==> src/design/cdq_pkg.sv <==
// ----------------------------------------------------------------------------
// cdq_pkg
// Shared types for the circular deque: command and status codes, and the
// control and status bundles between the controller and the datapath.
// ----------------------------------------------------------------------------
`default_nettype none

package cdq_pkg;

  // Operation carried by an input item.
  typedef enum logic [1:0] {
    CMD_PUSH_FRONT = 2'd0,
    CMD_PUSH_BACK  = 2'd1,
    CMD_POP_FRONT  = 2'd2,
    CMD_POP_BACK   = 2'd3
  } cdq_op_e;

  // Outcome reported with every result item.
  typedef enum logic [1:0] {
    ST_OK       = 2'd0,
    ST_FULL     = 2'd1,
    ST_EMPTY    = 2'd2,
    ST_RESERVED = 2'd3
  } cdq_status_e;

  // Commands from the controller to the datapath.
  typedef struct packed {
    logic capture;  // latch the accepted input item
    logic update;   // apply the operation to pointers, count and ring
    logic read;     // read front and back slots of the ring
    logic load;     // load the result register
  } cdq_ctrl_t;

  // Status from the datapath to the controller.
  typedef struct packed {
    logic out_stall;  // result register full and not being taken
  } cdq_stat_t;

  localparam int unsigned OpW     = 2;
  localparam int unsigned WordW   = 32;
  localparam int unsigned StatusW = 2;
  localparam int unsigned CountW  = 4;

endpackage

`default_nettype wire

==> src/design/cdq_ctrl.sv <==
// ----------------------------------------------------------------------------
// cdq_ctrl
// Sequencer for the circular deque: accepts one item, then steps it through
// update, ring read and result load.
// ----------------------------------------------------------------------------
`default_nettype none

module cdq_ctrl (
  input  wire logic               clk_i,
  input  wire logic               rst_ni,
  input  wire logic               in_valid_i,
  output logic                    in_ready_o,
  input  wire cdq_pkg::cdq_stat_t stat_i,
  output cdq_pkg::cdq_ctrl_t      ctrl_o
);
  import cdq_pkg::*;

  typedef enum logic [3:0] {
    S_IDLE   = 4'b0001,
    S_UPDATE = 4'b0010,
    S_READ   = 4'b0100,
    S_LOAD   = 4'b1000
  } state_e;

  state_e state_q, state_d;

  // Next-state logic.
  always_comb begin
    state_d = state_q;
    unique case (state_q)
      S_IDLE:   if (in_valid_i) state_d = S_UPDATE;
      S_UPDATE: state_d = S_READ;
      S_READ:   state_d = S_LOAD;
      S_LOAD:   if (!stat_i.out_stall) state_d = S_IDLE;
      default:  state_d = S_IDLE;
    endcase
  end

  always_ff @(posedge clk_i or negedge rst_ni) begin
    if (!rst_ni) begin
      state_q <= S_IDLE;
    end else begin
      state_q <= state_d;
    end
  end

  // Commands to the datapath.
  assign in_ready_o     = (state_q == S_IDLE);
  assign ctrl_o.capture = (state_q == S_IDLE) && in_valid_i;
  assign ctrl_o.update  = (state_q == S_UPDATE);
  assign ctrl_o.read    = (state_q == S_READ);
  assign ctrl_o.load    = (state_q == S_LOAD) && !stat_i.out_stall;

endmodule

`default_nettype wire

==> src/design/cdq_dp.sv <==
// ----------------------------------------------------------------------------
// cdq_dp
// Datapath of the circular deque: input register, ring memory, head and
// tail pointers, occupancy count and the result register.
// ----------------------------------------------------------------------------
`default_nettype none

module cdq_dp #(
  parameter int unsigned DEPTH = 8
) (
  input  wire logic                                  clk_i,
  input  wire logic                                  rst_ni,
  input  wire cdq_pkg::cdq_ctrl_t                    ctrl_i,
  output cdq_pkg::cdq_stat_t                         stat_o,
  input  wire logic [cdq_pkg::OpW-1:0]               command_i,
  input  wire logic signed [cdq_pkg::WordW-1:0]      data_in_i,
  output logic                                       out_valid_o,
  input  wire logic                                  out_ready_i,
  output logic [cdq_pkg::StatusW-1:0]                status_o,
  output logic signed [cdq_pkg::WordW-1:0]           front_value_o,
  output logic signed [cdq_pkg::WordW-1:0]           back_value_o,
  output logic [cdq_pkg::CountW-1:0]                 item_count_o
);
  import cdq_pkg::*;

  localparam int unsigned AW = (DEPTH > 1) ? $clog2(DEPTH) : 1;
  localparam int unsigned CW = $clog2(DEPTH + 1);
  localparam logic [AW-1:0] LastIdx = AW'(DEPTH - 1);
  localparam logic [CW-1:0] FullCnt = CW'(DEPTH);

  function automatic logic [AW-1:0] idx_inc(input logic [AW-1:0] i);
    return (i == LastIdx) ? '0 : i + AW'(1);
  endfunction

  function automatic logic [AW-1:0] idx_dec(input logic [AW-1:0] i);
    return (i == '0) ? LastIdx : i - AW'(1);
  endfunction

  // Accepted item.
  cdq_op_e            op_q;
  logic signed [WordW-1:0] data_q;

  always_ff @(posedge clk_i) begin
    if (ctrl_i.capture) begin
      op_q   <= cdq_op_e'(command_i);
      data_q <= data_in_i;
    end
  end

  // Pointers, count and status of the current item.
  logic [AW-1:0] head_q, head_d, tail_q, tail_d;
  logic [CW-1:0] occ_q, occ_d;
  cdq_status_e   status_q, status_d;
  logic          wr_en;
  logic [AW-1:0] wr_addr;

  always_comb begin
    head_d   = head_q;
    tail_d   = tail_q;
    occ_d    = occ_q;
    status_d = ST_OK;
    wr_en    = 1'b0;
    wr_addr  = tail_q;
    unique case (op_q)
      CMD_PUSH_FRONT: begin
        if (occ_q == FullCnt) begin
          status_d = ST_FULL;
        end else begin
          head_d  = idx_dec(head_q);
          wr_en   = 1'b1;
          wr_addr = idx_dec(head_q);
          occ_d   = occ_q + CW'(1);
        end
      end
      CMD_PUSH_BACK: begin
        if (occ_q == FullCnt) begin
          status_d = ST_FULL;
        end else begin
          tail_d  = idx_inc(tail_q);
          wr_en   = 1'b1;
          wr_addr = tail_q;
          occ_d   = occ_q + CW'(1);
        end
      end
      CMD_POP_FRONT: begin
        if (occ_q == '0) begin
          status_d = ST_EMPTY;
        end else begin
          head_d = idx_inc(head_q);
          occ_d  = occ_q - CW'(1);
        end
      end
      CMD_POP_BACK: begin
        if (occ_q == '0) begin
          status_d = ST_EMPTY;
        end else begin
          tail_d = idx_dec(tail_q);
          occ_d  = occ_q - CW'(1);
        end
      end
      default: status_d = ST_OK;
    endcase
  end

  always_ff @(posedge clk_i or negedge rst_ni) begin
    if (!rst_ni) begin
      head_q   <= '0;
      tail_q   <= '0;
      occ_q    <= '0;
      status_q <= ST_OK;
    end else if (ctrl_i.update) begin
      head_q   <= head_d;
      tail_q   <= tail_d;
      occ_q    <= occ_d;
      status_q <= status_d;
    end
  end

  // Ring memory: one write port, two registered read ports.
  logic signed [WordW-1:0] ring_mem [DEPTH];
  logic signed [WordW-1:0] rd_front_q, rd_back_q;

  always_ff @(posedge clk_i) begin
    if (ctrl_i.update && wr_en) begin
      ring_mem[wr_addr] <= data_q;
    end
    if (ctrl_i.read) begin
      rd_front_q <= ring_mem[head_q];
      rd_back_q  <= ring_mem[idx_dec(tail_q)];
    end
  end

  // Result register.
  logic                    out_valid_q;
  logic [StatusW-1:0]      status_out_q;
  logic signed [WordW-1:0] front_q, back_q;
  logic [CountW-1:0]       count_q;
  logic [CW+CountW-1:0]    occ_ext;
  logic                    empty;

  assign occ_ext = {{CountW{1'b0}}, occ_q};
  assign empty   = (occ_q == '0);

  always_ff @(posedge clk_i or negedge rst_ni) begin
    if (!rst_ni) begin
      out_valid_q <= 1'b0;
    end else if (ctrl_i.load) begin
      out_valid_q <= 1'b1;
    end else if (out_ready_i) begin
      out_valid_q <= 1'b0;
    end
  end

  always_ff @(posedge clk_i) begin
    if (ctrl_i.load) begin
      status_out_q <= status_q;
      front_q      <= empty ? '0 : rd_front_q;
      back_q       <= empty ? '0 : rd_back_q;
      count_q      <= occ_ext[CountW-1:0];
    end
  end

  assign stat_o.out_stall = out_valid_q && !out_ready_i;
  assign out_valid_o      = out_valid_q;
  assign status_o         = status_out_q;
  assign front_value_o    = front_q;
  assign back_value_o     = back_q;
  assign item_count_o     = count_q;

endmodule

`default_nettype wire

==> src/design/circular_deque.sv <==
// ----------------------------------------------------------------------------
// circular_deque
// Double-ended queue of signed 32-bit words held in a ring of DEPTH slots.
// ----------------------------------------------------------------------------
// Each input item is one command (push front, push back, pop front, pop
// back) with a value for pushes, and yields exactly one result item carrying
// the status (ok, rejected full, rejected empty), the front and back values
// after the command (zero when empty) and the item count, masked to 4 bits.
// An occupancy count decides full and empty, so all DEPTH slots are usable,
// and the indices wrap modulo DEPTH, which need not be a power of two.
// Each item passes four steps from acceptance to a loaded result: accept,
// update of pointers and ring write, ring read of front and back slots, and
// result load; the ring's registered read port sets this sequence. A result
// left waiting in the output register delays only the load of the next one.
// ----------------------------------------------------------------------------
`default_nettype none

module circular_deque #(
  parameter int unsigned DEPTH = 8
) (
  input  wire logic        clk_i,
  input  wire logic        rst_ni,
  // Input items. tdata: command [1:0], data_in [33:2], zero [39:34].
  input  wire logic        s_axis_tvalid,
  output logic             s_axis_tready,
  input  wire logic [39:0] s_axis_tdata,
  // Result items. tdata: status [1:0], front_value [33:2],
  // back_value [65:34], item_count [69:66], zero [71:70].
  output logic             m_axis_tvalid,
  input  wire logic        m_axis_tready,
  output logic [71:0]      m_axis_tdata
);
  import cdq_pkg::*;

  cdq_ctrl_t ctrl;
  cdq_stat_t stat;

  logic [StatusW-1:0]      status;
  logic signed [WordW-1:0] front_value;
  logic signed [WordW-1:0] back_value;
  logic [CountW-1:0]       item_count;

  cdq_ctrl u_ctrl (
    .clk_i      (clk_i),
    .rst_ni     (rst_ni),
    .in_valid_i (s_axis_tvalid),
    .in_ready_o (s_axis_tready),
    .stat_i     (stat),
    .ctrl_o     (ctrl)
  );

  cdq_dp #(
    .DEPTH (DEPTH)
  ) u_dp (
    .clk_i         (clk_i),
    .rst_ni        (rst_ni),
    .ctrl_i        (ctrl),
    .stat_o        (stat),
    .command_i     (s_axis_tdata[1:0]),
    .data_in_i     (s_axis_tdata[33:2]),
    .out_valid_o   (m_axis_tvalid),
    .out_ready_i   (m_axis_tready),
    .status_o      (status),
    .front_value_o (front_value),
    .back_value_o  (back_value),
    .item_count_o  (item_count)
  );

  // Pack the result item.
  assign m_axis_tdata = {2'b00, item_count, back_value, front_value, status};

endmodule

`default_nettype wire

==> config.mk <==
export PLATFORM = sky130hd
export DESIGN_NAME = circular_deque
export DESIGN_NICKNAME = d
export VERILOG_FILES = /design/src/design/cdq_pkg.sv /design/src/design/cdq_ctrl.sv /design/src/design/cdq_dp.sv /design/src/design/circular_deque.sv
export SDC_FILE = /design/constraint.sdc
export NUM_CORES = 1
export LEC_CHECK = 0
export BUFFER_PORTS_ARGS = -buffer_cell sky130_fd_sc_hd__buf_2
export CAP_MARGIN = 10
export CORE_MARGIN = 1
export CORE_UTILIZATION = 60
export DETAILED_ROUTE_END_ITERATION = 8
export GPL_TIMING_DRIVEN = 0
export PLACE_DENSITY = 0.79
export SYNTH_ARGS = -nofsm -noshare
export SYNTH_HDL_FRONTEND = slang
export SYNTH_SLANG_ARGS = --single-unit
==> constraint.sdc <==
create_clock -name clk_i -period 6.5 [get_ports clk_i]
set_input_delay 0.975 -clock clk_i [delete_from_list [all_inputs] [get_ports clk_i]]
set_output_delay 0.975 -clock clk_i [all_outputs]
set_load 0.01 [all_outputs]
==> flow_summary.json <==
{
  "vias": 9262,
  "worstSkewPairLatency_ps": 540,
  "gp_congestion": 0.751,
  "cp-start-kind": "flip-flop",
  "clk_pin_slew_ps": 60,
  "cap_violations": 0,
  "period_share_pct": 59.7,
  "hp-class": "in -> async",
  "cp_common_cell": "buf_6",
  "start_util_pct": 61.0,
  "cts_buffers": 44,
  "root_buffer": "clkbuf_16",
  "drc": 0,
  "overflow": 0,
  "powerDensity_mw_per_mm2": 424,
  "avgSynthCellArea_um2": 21.2,
  "finalInstanceArea_mm2": 0.0210,
  "r2r_slack_ps": 2620,
  "drive_gt1_share_pct": 39.9,
  "htree_levels": 2,
  "dr.pass1.iters": 5,
  "multi_input_area_mm2": 0.00477,
  "syn_to_final_growth_pct": 16.0,
  "cts_resized": 0,
  "reg2reg_to": "u_dp.ring_mem[0][8]$_DFFE_PP_",
  "synth_enable_flop_cells": 424,
  "slew_headroom_pct": 34.5,
  "core_area_mm2": 0.0297,
  "synth-main-ff-cell": "edfxtp_1",
  "grt_max_degree": 37,
  "final_nets": 1102,
  "placementRows": 63,
  "worstPathCellList": "buf_2 -> clkbuf_1 -> inv_1 -> ha_1 -> nor3_1 -> a21oi_1 -> mux2_2 -> nor3_2 -> buf_6 -> buf_6",
  "worst_pin_slew_ps": 982,
  "die-width_um": 176,
  "rsz0062_at_grt": "no",
  "cts_max_path_buffers": 3,
  "post-place-ws_ps": 2680,
  "crit_required_ps": 6750,
  "seq_area_frac_synth_pct": 72.6,
  "port_buffers": 109,
  "vias_per_cell": 6.30,
  "crit_type": "reg -> reg",
  "critical-path-slowest-cell": "clkbuf_1",
  "ant_nets": 0,
  "setup_ws_ps": 2620,
  "status": "finished clean",
  "fmax_ghz": 0.258,
  "grt.total_usage_pct": 25.7,
  "path_max_fanout": 10,
  "cts_tree": "yes",
  "die_area_mm2": 0.0309,
  "cts_hold_buf": 0,
  "setup_viol": 0,
  "antenna-diode-count": 0,
  "finalClockSkew_ps": 15.6,
  "dp_hpwl_mm": 24.8,
  "synthArstFlopShare_pct": 3.85,
  "r2r_cells": 10,
  "synth-seq-cells": 441,
  "ys_types": 40,
  "clock_sinks": 441,
  "max_stage_delay_ps": 700,
  "finalSetupTns_ps": 0,
  "regArea_mm2": 0.0132,
  "r2r_start": "u_dp.head_q[1]$_DFFE_PN0P_",
  "worst_hold_slack_ps": 364,
  "fillCellCount": 1762,
  "grt_pass1_vias": 9605,
  "cp-end-kind": "flip-flop",
  "final_max_slew_viol_count": 0,
  "cts_setup_buffers": 0,
  "wl_mm": 37.7,
  "io_pins": 118,
  "antenna_found_initial": 1,
  "cp_data_arrival_time_ps": 4130,
  "period_needed_ps": 3880,
  "hold_viol_final": 0,
  "max-vdd-ir-drop_mv": 0.231,
  "grt_pass1_wl_mm": 57.5,
  "netlist_instances": 856,
  "syn_area_mm2": 0.0181,
  "die_y_um": 176,
  "drtIter0Drc": 1010,
  "power.leakage_uw": 0.00701,
  "wl_per_cell_um": 25.6,
  "yosys_warnings": 0,
  "placed_area_mm2": 0.0197
}
-- final cells by class --
type | count | share of cell area [%]
plain buffers | 49 | 1.11
clock buffers | 56 | 5.65
clock inverters | 23 | 0.892
inverters | 8 | 0.143
multi-input cells | 359 | 22.7
flip-flops and latches | 441 | 62.6
well taps | 390 | 2.32
repair buffers | 144 | 4.67
-- sequential cells by signal (all words and copies together) (netlist names) --
register            cells
u_dp.status_o           2
u_dp.item_count_o       4
u_dp.tail_q             3
u_dp.occ_q              4
u_dp.rd_back_q         32
u_dp.op_q               2
u_dp.head_q             3
u_dp.status_q           2
u_ctrl.state_q          4
u_dp.data_q            32
u_dp.out_valid_o        1
u_dp.ring_mem         256
u_dp.rd_front_q        32
u_dp.back_value_o      32
u_dp.front_value_o     32
-- cell families after synthesis --
logic type      Yosys count  share of synthesized area (%)
xor+xnor                  5                          0.242
mux                     198                           20.2
compound gates           28                           1.06
buf+inv                  57                           1.46
fa+ha+maj                11                          0.800
other cells               1                         0.0207
flops                   441                           72.6
simple gates            115                           3.63
-- worst max-delay path by stage --
stage          slack, ps                       start                        endpoint  cells after the start
4_1_cts             2650  u_dp.head_q[1]$_DFFE_PN0P_  u_dp.ring_mem[0][31]$_DFFE_PP_                     10
6_report            2620  u_dp.head_q[1]$_DFFE_PN0P_   u_dp.ring_mem[0][8]$_DFFE_PP_                     10
3_5_place_dp        2680  u_dp.head_q[1]$_DFFE_PN0P_  u_dp.ring_mem[0][10]$_DFFE_PP_                     10
3_3_place_gp        -990  u_dp.head_q[1]$_DFFE_PN0P_   u_dp.ring_mem[3][9]$_DFFE_PP_                      8
5_1_grt             2340  u_dp.head_q[1]$_DFFE_PN0P_  u_dp.ring_mem[4][10]$_DFFE_PP_                     11
2_1_floorplan       1940  u_dp.head_q[1]$_DFFE_PN0P_   u_dp.ring_mem[2][0]$_DFFE_PP_                      8
-- stage by stage --
| stage | total power [µW] | utilization, % | cells |
|---|---|---|---|
| after floorplan | 5740 | - | 857 |
| after global placement | 6450 | 64.5 | 1356 |
| after detailed placement | 6550 | 66.2 | 1391 |
| after CTS | 8970 | 70.8 | 1470 |
| after global routing | 9270 | 70.8 | 1470 |
| final | 8920 | 70.8 | 1470 |
-- synthesized netlist by cell type (2+ instances only) --
cell | n | share of area [%]
edfxtp_1 | 424 | 70
mux4_2 | 128 | 16
nor2b_1 | 68 | 2.3
mux2_2 | 67 | 4.2
clkbuf_1 | 30 | 0.62
dfrtp_1 | 16 | 2.2
nor3_1 | 12 | 0.33
nand2_1 | 11 | 0.23
a21oi_1 | 10 | 0.28
ha_1 | 10 | 0.69
nor2_1 | 10 | 0.21
buf_2 | 9 | 0.25
buf_4 | 8 | 0.33
inv_1 | 8 | 0.17
o21ai_0 | 6 | 0.17
nand2b_1 | 4 | 0.14
and2_1 | 3 | 0.10
mux2i_1 | 3 | 0.17
nand3_1 | 3 | 0.083
xor2_1 | 3 | 0.14
a211o_2 | 2 | 0.11
o31ai_1 | 2 | 0.083
xnor2_1 | 2 | 0.097
-- placed cells by master (no fill, tap or decap), types with 3 or more instances in the layout --
| cell type | Yosys | final |
|---|---|---|
| edfxtp_1 | 424 | 424 |
| mux4_2 | 128 | 128 |
| buf_2 | 9 | 118 |
| nor2b_1 | 68 | 68 |
| mux2_2 | 67 | 67 |
| clkbuf_16 | 0 | 46 |
| clkbuf_1 | 30 | 40 |
| buf_6 | 1 | 26 |
| dfrtp_1 | 16 | 16 |
| clkinv_1 | 0 | 13 |
| nand2_1 | 11 | 11 |
| a21oi_1 | 10 | 10 |
| buf_4 | 8 | 10 |
| ha_1 | 10 | 10 |
| nor2_1 | 10 | 9 |
| inv_1 | 8 | 8 |
| nor3_2 | 0 | 8 |
| o21ai_0 | 6 | 6 |
| clkinv_2 | 0 | 5 |
| nor3_1 | 12 | 4 |
| nand2b_1 | 4 | 4 |
| buf_8 | 0 | 4 |
| buf_12 | 0 | 4 |
| mux2i_1 | 3 | 3 |
| xor2_1 | 3 | 3 |
| nand3_1 | 3 | 3 |
| bufinv_16 | 0 | 3 |
-- worst max-delay path: cells and delay by family (launching register included) --
family                     cells  cell delay, ps
adders and majority gates      1             250
and+or+nand+nor                2             820
DFF                            1             380
buffers and inverters          5            1700
muxes                          1             340
AOI/OAI and AO/OA              1              90
-- where the power goes --
group	switching (µW)	internal, µW	leakage, µW
Clock	1020	1410	0.000668
Sequential	153	3530	0.00404
Combinational	1450	1370	0.00230
-- metal layers --
layer  vias up  routed length, µm  share of wire (%)  track usage, %
li1       3891                  -                  -               -
met1      4794              14600                 39            35.2
met2       491              19000                 50            42.8
met3        84               2930                7.8            3.77
met4         2               1120                3.0            8.91
met5         -                 14              0.037               0
Power figures use the tool's default switching activity.
